### src/rtl/sip_ram.sv
// sip_ram: generic single-write, single-read RAM with registered read data.
// No dependencies.
module sip_ram #(
	parameter int WIDTH = 8,
	parameter int DEPTH = 16
) (
	input  logic                     clk,
	input  logic                     we,
	input  logic [$clog2(DEPTH)-1:0] waddr,
	input  logic [WIDTH-1:0]         wdata,
	input  logic [$clog2(DEPTH)-1:0] raddr,
	output logic [WIDTH-1:0]         rdata
);

	logic [WIDTH-1:0] mem [DEPTH];

	always_ff @(posedge clk) begin
		if (we) begin
			mem[waddr] <= wdata;
		end
		rdata <= mem[raddr];
	end

endmodule

### config.mk
export PLATFORM = sky130hd
export DESIGN_NAME = sip_ram
export DESIGN_NICKNAME = d
export VERILOG_FILES = /design/src/rtl/sip_ram.sv
export SDC_FILE = /design/constraint.sdc
export NUM_CORES = 1
export LEC_CHECK = 0
export BUFFER_PORTS_ARGS = -buffer_cell sky130_fd_sc_hd__buf_2
export CORE_MARGIN = 2
export CORE_UTILIZATION = 50
export DETAILED_ROUTE_END_ITERATION = 10
export GPL_ROUTABILITY_DRIVEN = 0
export PLACE_DENSITY = 0.78
export SYNTH_ARGS = -nofsm -noshare
export SYNTH_HDL_FRONTEND = slang
export SYNTH_SLANG_ARGS = --single-unit
### constraint.sdc
create_clock -name clk -period 2 [get_ports clk]
set_input_delay 0.2 -clock clk [delete_from_list [all_inputs] [get_ports clk]]
set_output_delay 0.2 -clock clk [all_outputs]
set_load 0.02 [all_outputs]
==> metrics.md <==
| Metric | Value |
|---|---|
| Synth Area in XOR/XNOR | `0%` |
| Aggregate global routing overflow | `0` |
| Register area | `4004 µm²` |
| Htree depth | `4` |
| Sw Ratio | `21.17%` |
| Worst VDD drop | `0.0007285 V` |
| # setup viols final | `0` |
| Multi-input gate area | `1057 µm²` |
| Final min period | `1346 ps` |
| Adder-cell share of the synthesized area | `0%` |
| Core Region | `10140 µm²` |
| Post-synth design cell area | `5147 µm²` |
| Status | `complete, no violations` |
| Setup Skew | `11.43 ps` |
| Worst setup EP type | `flop` |
| Max-slew headroom | `50.41%` |
| # rows | `37` |
| Cells after Synth | `229` |
| Fin. Hold Viols | `0` |
| CTS sink cnt | `136` |
| TritonCTS buffer count | `17` |
| Worst-path fanout max | `1` |
| Startpoint types | `flop` |
| Worst slew pin tran | `742.3 ps` |
| Synthesized area per cell | `22.48 µm²` |
| Initial Utilization | `50.77%` |
| #FFs+latches synth | `136` |
| Sequential fraction of design power | `49.7%` |
| R2R Setup Slk | `650 ps` |
| Most frequent cells after synthesis | `edfxtp_1 (128), mux4_2 (18), a22oi_1 (16)` |
| Drt pass-1 iters | `5` |
| Unrepaired setup endpoints after global routing | `no` |
| Post-cts sizing count | `0` |
| Final setup TNS | `0 ps` |
| Die ar. | `11120 µm²` |
| Die Y | `105.5 µm` |
| Number of remaining DRC errors | `0` |
| Count leader, synth | `edfxtp_1` |
| Area grow syn2layout | `18.21%` |
| Vias in the first global route | `2491` |
| Final HPWL DP | `5859 µm` |
| Clk_lat worst skew | `510 ps` |
| All-Layer GR Usage | `18.28%` |
| Syn nets | `247` |
| Synth Area in Simple Gates | `3.184%` |
| Share of the yosys chip area belonging to registers | `77.78%` |
| Antenna cells | `0` |
| Final Cycle Share | `67.32%` |
| Io pins | `26` |
| Final nets | `301` |
| Post-Layout Inst Area | `6085 µm²` |
| Synth area leader | `edfxtp_1` |
| Hold WC Path Type | `in2reg` |
| Clock root cell | `clkbuf_8` |
| Pleak | `2.070 nW` |
| Mux cell area share after synthesis | `15.02%` |
| Average wire per standard cell | `21.48 µm` |
| Clock power share | `45.6%` |
| Die Span X | `105.5 µm` |
| Initial antenna violation count | `0` |
| # Post-CTS Setup Buffers | `0` |
| Post-synthesis compound-gate area fraction | `2.333%` |
| Clock Pin Slew Worst Setup and Hold Paths | `60 ps` |
| Largest family of logic cells by synthesized area | `multiplexers` |
| First-pass GRT wire length | `14390 µm` |
| # fillers | `694` |
| Vias/cell | `5.688` |
| CTS tree | `done` |
| F_max | `742.8 MHz` |
| Max-slew violations | `0` |
| CP Class | `reg2reg` |
| Synth warnings | `0` |
| Port-buffer cells | `25` |
| Top cell type's share of synthesized area | `74.67%` |
| ANT nets after route | `0` |
| Share of cells above drive strength 1 | `31.76%` |
| Post-DP Area | `5519 µm²` |
| Largest net degree at the start of global routing | `33` |
| CP Data Arrival Time | `1740 ps` |
| Vias | `2457` |
| Routed Wire Length | `9280 µm` |
| EDFF count, synth | `128` |
| Reported max-cap violation count | `0` |
| Int Power | `0.005097 W` |
| Req. time, crit path | `2390 ps` |
| 1st-iter DRT viols | `271` |
| Unique masters post-synth | `19` |
| Primary FF master, synth | `edfxtp_1` |
| P_sw | `0.001368 W` |
| Synth area leaders | `edfxtp_1 (75%), mux4_2 (7.9%), mux4_1 (7.1%), dfxtp_1 (3.1%), a22oi_1 (2.3%)` |
| Pwr dens | `1063 nW/µm²` |
| CTS Hold Bufs | `0` |
| Async set-reset flop share out of synthesis | `0%` |
| Proportion of power drawn by combinational gates | `4.7%` |
| Longest Clk Path Bufs | `2` |
## kinds of logic after synthesis
logic type / count (synthesis)
muxes: 32
AOI/OAI and AO/OA: 16
and+or+nand+nor: 35
DFF: 136
buffers and inverters: 10
## sequential cells by signal, indices dropped and copies added (netlist names)
register  cells
mem         128
rdata         8
## critical path, stage by stage (launching register included)
cell      delay (ps)
edfxtp_1         370
mux4_1           520
a22oi_1          250
nand2_1           90
## area by class of cell
class	instances	share of cell area, %
Clock buffer	19	6.930
Clock inverter	13	2.365
Multi-Input combinational cell	83	17.38
Timing Repair Buffer	45	4.730
Sequential cell	136	65.80
Tap cell	136	2.797
## routing by layer
metal,global-route usage [%],share of wire (%),vias up
li1,-,-,1079
met1,24.57,41,1281
met2,29.26,52,90
met3,4.453,5.7,7
met4,6.952,0.93,0
met5,0,0,-
## through the flow
| step | power [W] | hold slack (ps) | worst slack (ps) | std cells | util [%] |
|---|---|---|---|---|---|
| floorplan | 0.003445 | 298.9 | 307.1 | 229 | - |
| global placement | 0.003564 | 587.8 | 388.0 | 400 | 54.44 |
| detailed placement | 0.003576 | 593.2 | 345.6 | 400 | 54.44 |
| CTS | 0.006504 | 52.72 | 642.3 | 432 | 60.01 |
| global route | 0.006639 | 68.41 | 600.2 | 432 | 60.01 |
| finish | 0.006466 | 67.56 | 653.7 | 432 | 60.01 |
## power by group through the flow
stage          combinational, W  clock (W)  sequential [W]
6_report               0.000304    0.00295         0.00321
4_1_cts                0.000310    0.00298         0.00321
3_5_place_dp           0.000306          0         0.00327
5_1_grt                0.000334    0.00309         0.00321
3_3_place_gp           0.000298          0         0.00327
2_1_floorplan          0.000162          0         0.00328
## placed cells by master (no fill, tap or decap)
master | Yosys | final
edfxtp_1 | 128 | 128
buf_2 | 3 | 25
buf_4 | 1 | 19
mux4_2 | 18 | 18
a22oi_1 | 16 | 16
clkbuf_16 | 0 | 16
mux4_1 | 14 | 14
nor2_1 | 13 | 13
nand2_1 | 9 | 9
dfxtp_1 | 8 | 8
nor3_1 | 4 | 4
clkinvlp_4 | 0 | 4
inv_6 | 0 | 4
nand3b_1 | 2 | 2
nand2b_1 | 2 | 2
clkbuf_1 | 0 | 2
bufinv_16 | 0 | 2
clkinv_2 | 0 | 2
nor2b_1 | 1 | 1
and2_1 | 1 | 1
and2b_1 | 1 | 1
nand3_1 | 1 | 1
or3b_2 | 1 | 1
clkbuf_8 | 0 | 1
clkinv_4 | 0 | 1
buf_12 | 0 | 1
## path summary, 6_finish.rpt
| path | startpoint | endpoint | depth (start not counted) |
|---|---|---|---|
| min reg2reg | mem[9][2] | rdata[2] | 3 |
| max reg2reg | mem[1][0] | rdata[0] | 3 |
| max | mem[1][0] | rdata[0] | 3 |
| min | wdata[6] | mem[11][6] | 1 |
No activity file was read; power rests on OpenSTA's default activity.
