[src/rtl/sip_pkg.sv]
// sip_pkg: shared types, codes and default sizes for the string intern pool.
// Used by every module under rtl/ except sip_ram.
package sip_pkg;

	localparam int PAGE_SIZE_DEF   = 1024;
	localparam int PAGE_COUNT_DEF  = 4;
	localparam int MAX_ENTRIES_DEF = 64;

	localparam int CHAR_W     = 8;
	localparam int LEN_W      = 10;
	localparam int OFF_W      = 12;
	localparam int ADDR_W     = 12;
	localparam int PEND_DEPTH = 1024;
	localparam int PEND_AW    = 10;
	localparam int FIFO_DEPTH = 2;

	localparam logic [LEN_W-1:0] LEN_MAX = 10'd1023;

	localparam logic [1:0] OP_CHAR  = 2'd0;
	localparam logic [1:0] OP_READ  = 2'd1;
	localparam logic [1:0] OP_CLEAR = 2'd2;

	localparam logic [1:0] CMD_END   = 2'd0;
	localparam logic [1:0] CMD_READ  = 2'd1;
	localparam logic [1:0] CMD_CLEAR = 2'd2;

	localparam logic KIND_INTERN = 1'b0;
	localparam logic KIND_READ   = 1'b1;

	typedef struct packed {
		logic [1:0]        kind;
		logic [LEN_W-1:0]  len;
		logic [ADDR_W-1:0] addr;
	} cmd_t;

endpackage

[src/rtl/sip_cmd_fifo.sv]
// sip_cmd_fifo: short command queue between front and back.
// Depends on sip_pkg.
module sip_cmd_fifo (
	input  logic          clk,
	input  logic          arst_n,
	input  logic          push,
	input  sip_pkg::cmd_t push_cmd,
	output logic          full,
	input  logic          pop,
	output logic          not_empty,
	output sip_pkg::cmd_t pop_cmd
);

	localparam int PW = $clog2(sip_pkg::FIFO_DEPTH);
	localparam int CW = $clog2(sip_pkg::FIFO_DEPTH + 1);

	sip_pkg::cmd_t mem_q [sip_pkg::FIFO_DEPTH];
	logic [PW-1:0] wptr_q, rptr_q;
	logic [CW-1:0] cnt_q;

	assign full      = (cnt_q == CW'(sip_pkg::FIFO_DEPTH));
	assign not_empty = (cnt_q != '0);
	assign pop_cmd   = mem_q[rptr_q];

	always_ff @(posedge clk) begin
		if (push) begin
			mem_q[wptr_q] <= push_cmd;
		end
	end

	always_ff @(posedge clk or negedge arst_n) begin
		if (!arst_n) begin
			wptr_q <= '0;
			rptr_q <= '0;
			cnt_q  <= '0;
		end else begin
			if (push) begin
				wptr_q <= (wptr_q == PW'(sip_pkg::FIFO_DEPTH - 1)) ? '0 : wptr_q + 1'b1;
			end
			if (pop) begin
				rptr_q <= (rptr_q == PW'(sip_pkg::FIFO_DEPTH - 1)) ? '0 : rptr_q + 1'b1;
			end
			if (push && !pop) begin
				cnt_q <= cnt_q + 1'b1;
			end else if (pop && !push) begin
				cnt_q <= cnt_q - 1'b1;
			end
		end
	end

endmodule

[config.mk]
export PLATFORM = sky130hd
export DESIGN_NAME = sip_cmd_fifo
export DESIGN_NICKNAME = d
export VERILOG_FILES = /design/src/rtl/sip_pkg.sv /design/src/rtl/sip_cmd_fifo.sv
export SDC_FILE = /design/constraint.sdc
export NUM_CORES = 1
export LEC_CHECK = 0
export ABC_AREA = 1
export BUFFER_PORTS_ARGS = -buffer_cell sky130_fd_sc_hd__buf_2
export CAP_MARGIN = 5
export CORE_MARGIN = 1.5
export CORE_UTILIZATION = 55
export DETAILED_ROUTE_END_ITERATION = 10
export GPL_TIMING_DRIVEN = 0
export PLACE_DENSITY = 0.89
export SYNTH_ARGS = -nofsm -noshare
export SYNTH_HDL_FRONTEND = slang
export SYNTH_SLANG_ARGS = --single-unit
[constraint.sdc]
create_clock -name clk -period 3.3 [get_ports clk]
set_clock_uncertainty 0.05 [all_clocks]
set_input_delay 0 -clock clk [delete_from_list [all_inputs] [get_ports clk]]
set_output_delay 0 -clock clk [all_outputs]
set_load 0.01 [all_outputs]
==> impl_summary.md <==
Status
The flow ran to the end, and the final reports show no timing, DRC or antenna violations.

CTS
The insertion delay to the later sink of the worst-skew pair is 310 ps. The number of clock buffers added by TritonCTS is 5. The deepest level of the CTS H-tree is 2. Counting along the longest clock path gives a buffer depth of 2.

After clock tree synthesis, the repair step resized 0 gates. The tree built by TritonCTS fans out to 52 sinks. The number of setup buffers added after CTS is 0. The clock tree root driver cell is sky130_fd_sc_hd__clkbuf_8. TritonCTS built the clock tree. Clock-pin slew was measured on the worst setup and hold paths at 90 ps.

Pwr
In this run the power density over the cells is 741 nW/µm². The total chip power is 2.04 mW. The static leakage power is 1.16 nW. The worst-case IR drop observed on VDD is 536 µV.

STA
The upper clock frequency limit is 625 MHz. After routing, the total negative slack on setup checks comes to 0 ps. The worst hold slack is 360 ps. The portion of the clock cycle consumed by the worst path in the final layout is 0.485. Setup violations remaining at the end of the flow were counted as 0. Setup repair after global routing left no endpoint under its margin. The count of endpoints failing hold in the final timing report is 0. In this run the tightest slew margin relative to its limit is 0.373. At the pin with the least slew margin, the transition time is 939 ps.

The final max-slew violation count is 0. The post-route minimum period is 1600 ps.

Global routing
Summed over all layers, the global routing overflow is 0. The number of antenna violations at the first check in global routing is 0. The first global-routing pass estimated 5450 µm of wire. Across every metal layer, demand over resource in global routing totals 0.189.

The number of global-route vias before repair was 1239. The maximum number of pins on one net before global-route repair is 25.

Synth
The count of cell types in the netlist is 14. In this run, synthesis produced a sequential element count of 52. During synthesis, Yosys emitted a total of 0 warnings.

Synthesis produced a netlist with a net count of 129. The cell area after synthesis is 2040 µm². The number of cells produced by synthesis is 100. The sequential element share of the synthesized area is 0.755. After synthesis, the mean cell area works out to 20.4 µm².

Worst setup path
In this run the critical register-to-register path is captured at mem_q[1][18]$_DFFE_PP_. Across all register-to-register paths, the minimum setup slack is 1700 ps. The data required time at the worst endpoint is 3180 ps. The worst setup path is of the flip-flop to flip-flop kind. For the worst setup path, the data arrival time is 1480 ps. The kind of end point of the critical path is a flip-flop. The type of element launching the critical path is a flip-flop. Tracing the worst setup path back leads to its startpoint at wptr_q$_DFFE_PN0P_. The startpoint identified for the worst register-to-register timing path is wptr_q$_DFFE_PN0P_. The largest driver fanout on the critical path is 24. The number of cells on the worst reg-to-reg path is 2.

Finish
After the last flow step, the layout net total stands at 218. Relative to the synthesized area, the layout overhead comes to 35.1%. The total area of multi-input combinational cells is 424 µm².

The area taken by flip-flops and latches is 1540 µm². The repair_antennas step left the layout with diodes totalling 0. In the final layout, the share of cells above drive strength 1 is 0.468.

The fill cell instance count of the final layout is 201.

Detailed routing
The overall via count from detail_route is 1132. The number of search-and-repair iterations in the first detailed-routing pass is 4. The post-detailed-route wirelength per cell is 14.8 µm. In this run, the number of DRC markers left after iteration 0 of detailed routing was 40. The final routed DRC violation total is 0. The detail route stage leaves a number of antenna-violating nets equal to 0.

The detailed-route wire length is 3490 µm. The per-cell via count in the routed design is 4.80.

Floorplanning
The initial utilization of the core area, before any placement, comes to 0.593. From left edge to right edge, the die measures 63.9 µm. The standard-cell row count is 21. The die covers 4080 µm². The core area is 3440 µm².

From bottom edge to top edge, the die measures 63.9 µm. The I/O pin total is 54.

Place
In this run the tool buffered the top-level ports with 53 buffer cells. The global placement routability congestion is 0.752. The half-perimeter wire length of the detailed placement result is 2110 µm.

Flow run
The number of violations of the max-capacitance limit is 0.

Hold path
The worst min-delay path class is input pin to flip-flop. The startpoint identified for the worst hold timing path is push_cmd[13]. The endpoint of the worst hold-timing path is mem_q[0][13]$_DFFE_PP_.

The cell depth of the worst min-delay path is 2.
==> area by class of cell <==
| class | count | area share |
|---|---|---|
| Sequential cell | 52 | 0.559 |
| Timing Repair Buffer | 82 | 0.203 |
| Multi-Input combinational cell | 38 | 0.154 |
| Clock buffer | 7 | 0.0313 |
| Tap cell | 46 | 0.0209 |
| Buffer | 3 | 0.0186 |
| Inverter | 7 | 0.00953 |
| Clock inverter | 1 | 0.00318 |
==> worst max-delay path by stage <==
stage | to | slack [ps]
6_report | mem_q[1][18]$_DFFE_PP_ | 1700
4_1_cts | mem_q[1][9]$_DFFE_PP_ | 1660
3_5_place_dp | mem_q[1][16]$_DFFE_PP_ | 1670
2_1_floorplan | mem_q[0][0]$_DFFE_PP_ | 1410
5_1_grt | mem_q[1][9]$_DFFE_PP_ | 1570
3_3_place_gp | mem_q[0][15]$_DFFE_PP_ | 950
==> metal layers <==
metal  global-route usage  routed length (µm)  up-vias
li1                     -                   -      546
met1                0.194                1240      529
met2                0.342                1970       45
met3               0.0475                 156       12
met4                0.114                 124        0
met5                    0                   0        -
==> cells by family (layout without fill, tap and decap cells) <==
| logic type | after synthesis | after routing | synth area share |
|---|---|---|---|
| flip-flops | 52 | 52 | 0.755 |
| multiplexers | 24 | 24 | 0.167 |
| AND/OR/NAND/NOR | 10 | 10 | 0.0202 |
| buffers and inverters | 10 | 100 | 0.0380 |
| XOR/XNOR | 3 | 3 | 0.0129 |
| adder cells (fa/ha/maj) | 1 | 1 | 0.00613 |
==> cell usage in the layout, fill, tap and decap left out <==
| cell | instances |
|---|---|
| sky130_fd_sc_hd__ha_1 | 1 |
| sky130_fd_sc_hd__clkinv_4 | 1 |
| sky130_fd_sc_hd__mux2_2 | 5 |
| sky130_fd_sc_hd__buf_2 | 53 |
| sky130_fd_sc_hd__buf_6 | 1 |
| sky130_fd_sc_hd__mux2_4 | 19 |
| sky130_fd_sc_hd__inv_1 | 7 |
| sky130_fd_sc_hd__dfrtp_1 | 4 |
| sky130_fd_sc_hd__nor2_1 | 1 |
| sky130_fd_sc_hd__clkbuf_8 | 6 |
| sky130_fd_sc_hd__buf_12 | 2 |
| sky130_fd_sc_hd__edfxtp_1 | 48 |
| sky130_fd_sc_hd__nand4_1 | 1 |
| sky130_fd_sc_hd__nand3_1 | 1 |
| sky130_fd_sc_hd__xnor2_1 | 1 |
| sky130_fd_sc_hd__clkbuf_1 | 1 |
| sky130_fd_sc_hd__nor2_2 | 1 |
| sky130_fd_sc_hd__buf_8 | 1 |
| sky130_fd_sc_hd__xor2_1 | 2 |
| sky130_fd_sc_hd__nand2_1 | 6 |
| sky130_fd_sc_hd__dlygate4sd3_1 | 28 |
==> where the power goes <==
part	total (mW)	internal, mW	leakage, nW	switching (mW)
sequential	0.928	0.881	0.498	0.0469
combinational	0.749	0.405	0.612	0.344
clock	0.367	0.172	0.0484	0.195
==> flip-flops by register name (all words and copies together) (netlist names) <==
register and cells:
rptr_q 1, mem_q 48, cnt_q 2, wptr_q 1
==> cells in the mapped netlist <==
cell type                  count  area, µm²
sky130_fd_sc_hd__xor2_1        2       17.5
sky130_fd_sc_hd__nand2_1       6       22.5
sky130_fd_sc_hd__inv_1         7       26.3
sky130_fd_sc_hd__buf_12        2       40.0
sky130_fd_sc_hd__xnor2_1       1       8.76
sky130_fd_sc_hd__buf_6         1       11.3
sky130_fd_sc_hd__nand3_1       1       5.00
sky130_fd_sc_hd__ha_1          1       12.5
sky130_fd_sc_hd__mux2_4       19        285
sky130_fd_sc_hd__nand4_1       1       6.26
sky130_fd_sc_hd__nor2_1        2       7.51
sky130_fd_sc_hd__edfxtp_1     48       1440
sky130_fd_sc_hd__mux2_2        5       56.3
sky130_fd_sc_hd__dfrtp_1       4        100
==> critical path, cell delays in order (launching register included) <==
cell and delay, ps:
sky130_fd_sc_hd__dfrtp_1 410, sky130_fd_sc_hd__nand2_1 80, sky130_fd_sc_hd__inv_1 680
==> timing repair <==
item	CTS	global route
hold buffers	28	0
endpoints found under the setup margin	0	0
endpoints found under the hold margin	54	0
==> metrics by stage <==
step	instance area, µm²	setup WS (ps)	utilization	instances
final	2760	1700	0.801	236
after CTS	2760	1660	0.801	236
after global placement	2360	949	0.687	199
after global routing	2760	1570	0.801	236
after floorplan	2040	1410	-	100
after detailed placement	2380	1670	0.692	200
No activity file was read; power rests on OpenSTA's default activity.
