--- src/rtl/sip_pkg.sv ---
// sip_pkg: shared types, codes and default sizes for the string intern pool.
// Used by every module under rtl/ except sip_ram.
package sip_pkg;

	localparam int PAGE_SIZE_DEF   = 1024;
	localparam int PAGE_COUNT_DEF  = 4;
	localparam int MAX_ENTRIES_DEF = 64;

	localparam int CHAR_W     = 8;
	localparam int LEN_W      = 10;
	localparam int OFF_W      = 12;
	localparam int ADDR_W     = 12;
	localparam int PEND_DEPTH = 1024;
	localparam int PEND_AW    = 10;
	localparam int FIFO_DEPTH = 2;

	localparam logic [LEN_W-1:0] LEN_MAX = 10'd1023;

	localparam logic [1:0] OP_CHAR  = 2'd0;
	localparam logic [1:0] OP_READ  = 2'd1;
	localparam logic [1:0] OP_CLEAR = 2'd2;

	localparam logic [1:0] CMD_END   = 2'd0;
	localparam logic [1:0] CMD_READ  = 2'd1;
	localparam logic [1:0] CMD_CLEAR = 2'd2;

	localparam logic KIND_INTERN = 1'b0;
	localparam logic KIND_READ   = 1'b1;

	typedef struct packed {
		logic [1:0]        kind;
		logic [LEN_W-1:0]  len;
		logic [ADDR_W-1:0] addr;
	} cmd_t;

endpackage

--- src/rtl/sip_front.sv ---
// sip_front: accepts items, gathers string characters into the pending buffer
// and queues end, read and clear commands. Depends on sip_pkg.
module sip_front (
	input  logic                                clk,
	input  logic                                arst_n,
	input  logic                                in_valid,
	output logic                                in_ready,
	input  logic [1:0]                          op,
	input  logic [sip_pkg::CHAR_W-1:0]          char_value,
	input  logic                                last_char,
	input  logic                                end_only,
	input  logic [sip_pkg::ADDR_W-1:0]          read_address,
	output logic                                pw_en,
	output logic [sip_pkg::PEND_AW-1:0]         pw_addr,
	output logic [sip_pkg::CHAR_W-1:0]          pw_data,
	output logic                                push,
	output sip_pkg::cmd_t                       push_cmd,
	input  logic                                fifo_full,
	input  logic                                str_done
);

	logic [sip_pkg::LEN_W-1:0] plen_q;
	logic                      busy_q;
	logic                      acc, add;

	assign in_ready = !fifo_full && !busy_q;
	assign acc      = in_valid && in_ready;
	assign add      = !(last_char && end_only) && (plen_q < sip_pkg::LEN_MAX);

	assign pw_en   = acc && (op == sip_pkg::OP_CHAR) && add;
	assign pw_addr = plen_q;
	assign pw_data = char_value;

	always_comb begin
		push          = 1'b0;
		push_cmd.kind = sip_pkg::CMD_END;
		push_cmd.len  = plen_q + sip_pkg::LEN_W'(add);
		push_cmd.addr = read_address;
		if (acc) begin
			case (op)
				sip_pkg::OP_CHAR: begin
					push = last_char;
				end
				sip_pkg::OP_READ: begin
					push          = 1'b1;
					push_cmd.kind = sip_pkg::CMD_READ;
				end
				sip_pkg::OP_CLEAR: begin
					push          = 1'b1;
					push_cmd.kind = sip_pkg::CMD_CLEAR;
				end
				default: begin
					push = 1'b0;
				end
			endcase
		end
	end

	always_ff @(posedge clk or negedge arst_n) begin
		if (!arst_n) begin
			plen_q <= '0;
			busy_q <= 1'b0;
		end else begin
			if (str_done) begin
				busy_q <= 1'b0;
			end
			if (acc && op == sip_pkg::OP_CHAR) begin
				if (last_char) begin
					plen_q <= '0;
					busy_q <= 1'b1;
				end else if (add) begin
					plen_q <= plen_q + 1'b1;
				end
			end else if (acc && op == sip_pkg::OP_CLEAR) begin
				plen_q <= '0;
			end
		end
	end

endmodule

--- config.mk ---
export PLATFORM = sky130hd
export DESIGN_NAME = sip_front
export DESIGN_NICKNAME = d
export VERILOG_FILES = /design/src/rtl/sip_pkg.sv /design/src/rtl/sip_front.sv
export SDC_FILE = /design/constraint.sdc
export NUM_CORES = 1
export LEC_CHECK = 0
export ABC_CLOCK_PERIOD_IN_PS = 2400
export BUFFER_PORTS_ARGS = -buffer_cell sky130_fd_sc_hd__buf_2
export CORE_MARGIN = 2
export CORE_UTILIZATION = 43
export CTS_BUF_LIST = sky130_fd_sc_hd__clkbuf_8
export DETAILED_ROUTE_END_ITERATION = 6
export PLACE_DENSITY = 0.91
export SETUP_SLACK_MARGIN = 0.15
export SYNTH_ARGS = -nofsm -noshare
export SYNTH_HDL_FRONTEND = slang
export SYNTH_SLANG_ARGS = --single-unit
--- constraint.sdc ---
create_clock -name clk -period 2.4 [get_ports clk]
set_input_delay 0.48 -clock clk [delete_from_list [all_inputs] [get_ports clk]]
set_output_delay 0.48 -clock clk [all_outputs]
set_load 0.01 [all_outputs]
==> impl_metrics.csv, run 1 <==
group,metric,value,unit
critical_path,critPathMaxFanout,3,
power,ir_worst_vdd,0.217,mV
sta,post-route-period-util,105,%
cells_and_area,synthToLayoutAreaGrowth,30.7,%
floorplan,die_x,54.2,um
power,combinationalPowerShare,19.4,%
clocking,insertion_delay,0.24,ns
floorplan,dieArea,2940,um2
place,place_area,1250,um2
clocking,path_clk_slew,0.05,ns
logic_synthesis,syn_avg_cell_area,8.60,um2
logic_synthesis,async_flop_share,100,%
critical_path,crit_path_start_kind,"flip-flop",
sta,setup_viol,5,
global_routing,grt_pass1_wl,4530,um
cells_and_area,final_nets,192,
routing,wl_per_cell,15.5,um
logic_synthesis,synth.area.top_cells,"dfrtp_1, buf_4, ha_1",
cells_and_area,fin_area,1420,um2
flow_run,cap_violations,0,
power,p_int,0.345,mW
sta,maxSlewHeadroom,71.8,%
critical_path,critical_path_arrival,2.04,ns
routing,drt_first_pass_iters,4,
power,leakage,0.774,nW
clocking,cts-root-buf,"clkbuf_8",
power,power_frac_clock,39.4,%
place,portBuffers,33,
power,pwr-share-seq,41.2,%
sta,finalHoldWorstSlack,0.107,ns
clocking,cts_buffer_depth,2,
place,gp_congestion,0.859,
cells_and_area,antenna-diode-count,0,
routing,post-route-drc-count,0,
logic_synthesis,yosysSeqAreaShare,25.4,%
floorplan,core_area,2430,um2
logic_synthesis,ys.warnings.count,0,
sta,fin_worst_skew,0.00180,ns
critical_path,required,1.92,ns
clocking,cts_sinks,11,
place,dp_slack,0.0378,ns
clocking,cts_hold_buf,0,
routing,via_per_inst,5.59,
sta,rsz0062_at_grt,"true",
cells_and_area,stdcell_count,184,
floorplan,die_h,54.2,um
clocking,cts_htree_levels,1,
routing,vias,1028,
global_routing,grtUsageTotal,21.0,%
sta,setup-tns-final,-0.460,ns
clocking,cts_tree,"built",
sta,slew_violations,0,
logic_synthesis,synth_seq_cells,11,
logic_synthesis,synth_area_leader_cell,"dfrtp_1",
sta,hold_viol_final,0,
critical_path,critPathKind,"flip-flop to output port",
logic_synthesis,ys_types,32,
logic_synthesis,syn_area,1080,um2
sta,period_needed,2.52,ns
sta,setup_ws,-0.122,ns
global_routing,overflow,0,
logic_synthesis,netlist.area_leader.share,25.4,%
sta,worst_pin_slew,0.419,ns
power,p_switching,0.128,mW
cells_and_area,drive_above_1_share,50.0,%
global_routing,grt_pass1_vias,1010,
run_status,violations,"setup timing",
clocking,cts_buffers,3,
cells_and_area,fin_util,58.2,%
routing,drt-total-wl,2860,um
global_routing,antenna_found_initial,0,
floorplan,num_rows,18,
power,switching_share,27.0,%
floorplan,initial_utilization,44.5,%
place,placedCellCount,174,
logic_synthesis,synth_flop_cell,"dfrtp_1",
power,power,0.473,mW
floorplan,io_pins,74,
place,dp_hpwl,2060,um
logic_synthesis,synth_fp_nets,163,
logic_synthesis,netlist_instances,126,
cells_and_area,layout_common_cells,"buf_2, buf_4, dfrtp_1",
cells_and_area,final_common_cell,"buf_2",
run_status,outcome,"finished, violations left",
routing,drt_iter0_drc,24,
logic_synthesis,synth_edf_count,0,
global_routing,grt_max_degree,12,
routing,antenna_left,0,
critical_path,cp-end-kind,"output port",
sta,fmax,396,MHz
worst_hold_path,hold_class,"input pin to asynchronous set/reset pin",
power,powerDensity,334,nW/um2
-- metal layers --
layer	global-route usage [%]	part of all wire [%]	up-vias
met1	27.1	40	479
li1	-	-	475
met4	14.6	4.8	0
met5	0	0	-
met3	3.61	8.5	23
met2	31.3	47	51
-- worst max-delay path: stages (launching register included) --
cell	delay (ns)
dfrtp_2	0.42
ha_4	0.18
nand3_4	0.07
nor3_4	0.05
a21oi_2	0.15
ha_2	0.24
and3_4	0.20
nand3_4	0.09
nor3_4	0.13
xor2_1	0.15
buf_2	0.14
-- power groups by stage --
stage / Clock (mW) / Combinational, mW / Sequential, mW
2_1_floorplan: 0 / 0.0724 / 0.202
3_3_place_gp: 0 / 0.0802 / 0.197
3_5_place_dp: 0 / 0.0826 / 0.197
4_1_cts: 0.188 / 0.0875 / 0.195
5_1_grt: 0.197 / 0.101 / 0.195
6_report: 0.187 / 0.0917 / 0.195
-- registers in the layout (all words and copies together) (netlist names) --
register	cells
busy_q	1
pw_addr	10
-- timing repair --
| item | CTS | global route |
|---|---|---|
| endpoints found under the setup margin | 7 | 9 |
| pin swaps | 7 | 6 |
| buffers inserted | 3 | 3 |
| gates resized for setup | 6 | 9 |
-- logic make-up (layout without fill, tap and decap cells) --
family | Yosys count | after routing | share of synthesized area [%]
compound gates | 19 | 19 | 13.0
xor+xnor | 9 | 9 | 7.27
fa+ha+maj | 8 | 8 | 9.24
buf+inv | 31 | 59 | 18.2
flops | 11 | 11 | 25.4
simple gates | 48 | 48 | 26.8
-- area by class of cell --
cell class | instances | area (um2)
Clock buffer | 3 | 41.3
Clock inverter | 1 | 3.75
Fill cell | 203 | 1020
Inverter | 4 | 15.0
Multi-Input combinational cell | 84 | 739
Sequential cell | 11 | 279
Tap cell | 30 | 37.5
Timing Repair Buffer | 51 | 300
-- synthesized netlist by cell type (2+ instances only) --
library cell	number
ha_1	8
nand2_1	5
a21oi_1	2
nand3_1	7
inv_1	4
buf_4	20
nor3b_1	4
nand4_1	2
nor2_1	7
o21ai_0	4
nand3_2	2
and2_1	3
a21o_1	3
dfrtp_1	11
buf_2	5
a211o_1	6
xnor2_1	4
and3_1	3
xor2_1	5
nor3_1	8
clkbuf_1	2
-- worst paths after layout --
| kind | to | cells after the start | startpoint | slack (ns) |
|---|---|---|---|---|
| max | push_cmd[21] | 10 | pw_addr[0] | -0.12 |
| min reg2reg | busy_q | 2 | busy_q | 0.59 |
| max reg2reg | pw_addr[1] | 7 | pw_addr[0] | 0.42 |
| min | pw_addr[6] | 1 | arst_n | 0.11 |
| max in group asynchronous | pw_addr[0] | 1 | arst_n | 2.06 |
| min in group clk | busy_q | 2 | str_done | 0.41 |
Power figures use the tool's default switching activity.
==> run 2, diff against run 1 <==
PLACE_DENSITY = default   (was 0.91)
PLACE_DENSITY_LB_ADDON = 0.08   (was default)
TNS_END_PERCENT = 50   (was default)
==> impl_metrics.csv, run 2 (synthesis results as in run 1) <==
group,metric,value,unit
power,ir_worst_vdd,0.229,mV
run_status,outcome,"finished, violations left",
floorplan,num_rows,18,
clocking,cts_buffers,3,
cells_and_area,synthToLayoutAreaGrowth,26.6,%
routing,drt-total-wl,2620,um
routing,drt_iter0_drc,17,
cells_and_area,final_common_cell,"buf_2",
sta,setup_viol,5,
critical_path,slowest_delay,0.42,ns
global_routing,antenna_found_initial,0,
power,p_switching,0.129,mW
routing,post-route-drc-count,0,
cells_and_area,layout_common_cells,"buf_2, buf_4, dfrtp_1",
flow_run,cap_violations,0,
critical_path,critPathKind,"flip-flop to output port",
floorplan,core_area,2430,um2
power,powerDensity,344,nW/um2
run_status,violations,"setup timing",
sta,setup_ws,-0.0606,ns
clocking,path_clk_slew,0.05,ns
critical_path,crit_family,"adder cells",
sta,post-route-period-util,103,%
clocking,cts_buffer_depth,2,
routing,via_per_inst,5.45,
floorplan,initial_utilization,44.5,%
power,switching_share,27.4,%
place,place_area,1250,um2
cells_and_area,drive_above_1_share,48.0,%
sta,fmax,406,MHz
cells_and_area,largest_reg_flops,10,
cells_and_area,regArea,278,um2
sta,hold_viol_final,0,
routing,wl_per_cell,14.4,um
cells_and_area,multi_input_area,711,um2
power,leakage,0.742,nW
sta,setup-tns-final,-0.222,ns
global_routing,grt_pass1_vias,915,
clocking,cts_sinks,11,
critical_path,required,1.92,ns
sta,rsz0062_at_grt,"true",
cells_and_area,fin_area,1370,um2
sta,fin_worst_skew,0.00329,ns
routing,antenna_left,0,
power,combinationalPowerShare,18.3,%
clocking,cts_htree_levels,1,
clocking,cts_tree,"built",
power,power_frac_clock,40.4,%
critical_path,reg2reg_depth,4,
cells_and_area,nFillCells,230,
floorplan,io_pins,74,
critical_path,critPathMaxFanout,3,
floorplan,dieArea,2940,um2
critical_path,r2r-end,"pw_addr[9]",
critical_path,crit_path_top_delay_cell,"dfrtp_2",
global_routing,overflow,0,
routing,vias,991,
place,portBuffers,33,
global_routing,grt_max_degree,12,
critical_path,crit_chain,"ha_4 -> nand3_4 -> nor3_2 -> a21oi_2 -> ha_2 -> buf_4 -> ha_4 -> nand3_4 -> nor2_2 -> xor2_1 -> buf_2",
clocking,insertion_delay,0.25,ns
clocking,cts-root-buf,"clkbuf_8",
clocking,cts_hold_buf,0,
power,p_int,0.343,mW
global_routing,grt_pass1_wl,4110,um
place,dp_hpwl,2000,um
cells_and_area,final_nets,190,
critical_path,timing.rr.start,"busy_q",
critical_path,reg2reg_slack,0.65,ns
critical_path,cp-end-kind,"output port",
floorplan,die_x,54.2,um
global_routing,grtUsageTotal,20.1,%
cells_and_area,antenna-diode-count,0,
critical_path,crit_path_start_kind,"flip-flop",
critical_path,cp_num_buf_inv,2,
place,gp_congestion,0.790,
floorplan,die_h,54.2,um
worst_hold_path,hold_class,"input pin to asynchronous set/reset pin",
sta,maxSlewHeadroom,73.8,%
sta,worst_pin_slew,0.393,ns
sta,period_needed,2.46,ns
critical_path,critical_path_arrival,1.98,ns
routing,drt_first_pass_iters,4,
power,pwr-share-seq,41.3,%
sta,slew_violations,0,
[run 2: how the worst max path moves through the flow]
stage	startpoint	end	slack (ns)	cells after the start
detailed placement	pw_addr[1]	push_cmd[21]	0.05	10
global route	pw_addr[0]	push_cmd[18]	-0.17	11
CTS	pw_addr[0]	push_cmd[21]	-0.07	10
finish	pw_addr[0]	push_cmd[20]	-0.06	11
global placement	pw_addr[1]	push_cmd[21]	0.11	10
floorplan	pw_addr[1]	push_cmd[21]	0.09	9
[run 2: stage by stage]
stage	util, %	hold slack, ns	setup slack, ns	total power [mW]	instances
floorplan	-	0.184	0.0856	0.275	126
global placement	51.5	0.374	0.109	0.279	175
CTS	55.0	0.110	-0.0745	0.473	181
global route	56.4	0.130	-0.173	0.494	182
detailed placement	51.5	0.373	0.0485	0.280	175
finish	56.4	0.102	-0.0606	0.472	182
[run 2: cell type report]
cell class              count  area share [%]
clock buffers               3            3.01
clock inverters             1           0.274
inverters                   4            1.09
multi-input cells          84            51.8
flip-flops and latches     11            20.3
well taps                  30            2.74
repair buffers             49            20.8
[run 2: worst register-to-register path, cell delays in order, from the launching register on]
cell and delay, ns:
dfrtp_1 0.42, nor3b_4 0.38, o21ai_2 0.14, or2_1 0.35, a211o_1 0.34
[run 2: power groups by stage]
| stage | sequential [mW] | clock (mW) | combinational [mW] |
|---|---|---|---|
| finish | 0.195 | 0.190 | 0.0863 |
| detailed placement | 0.198 | 0 | 0.0821 |
| floorplan | 0.202 | 0 | 0.0724 |
| global placement | 0.197 | 0 | 0.0817 |
| CTS | 0.195 | 0.194 | 0.0835 |
| global route | 0.196 | 0.200 | 0.0977 |
[run 2: what timing repair did]
item / in CTS / in global routing
buffers inserted: 2 / 1
gates resized for setup: 6 / 4
gates cloned: 0 / 0
endpoints found under the setup margin: 7 / 9
pin swaps: 5 / 1
[run 2: metal layers]
| metal | share of wire, % | track usage, % | wire (um) | vias up |
|---|---|---|---|---|
| met5 | 0 | 0 | 0 | - |
| met4 | 3.8 | 16.3 | 99 | 0 |
| met3 | 9.2 | 1.67 | 241 | 21 |
| met2 | 45 | 31.3 | 1190 | 46 |
| met1 | 42 | 25.0 | 1090 | 446 |
| li1 | - | - | - | 478 |
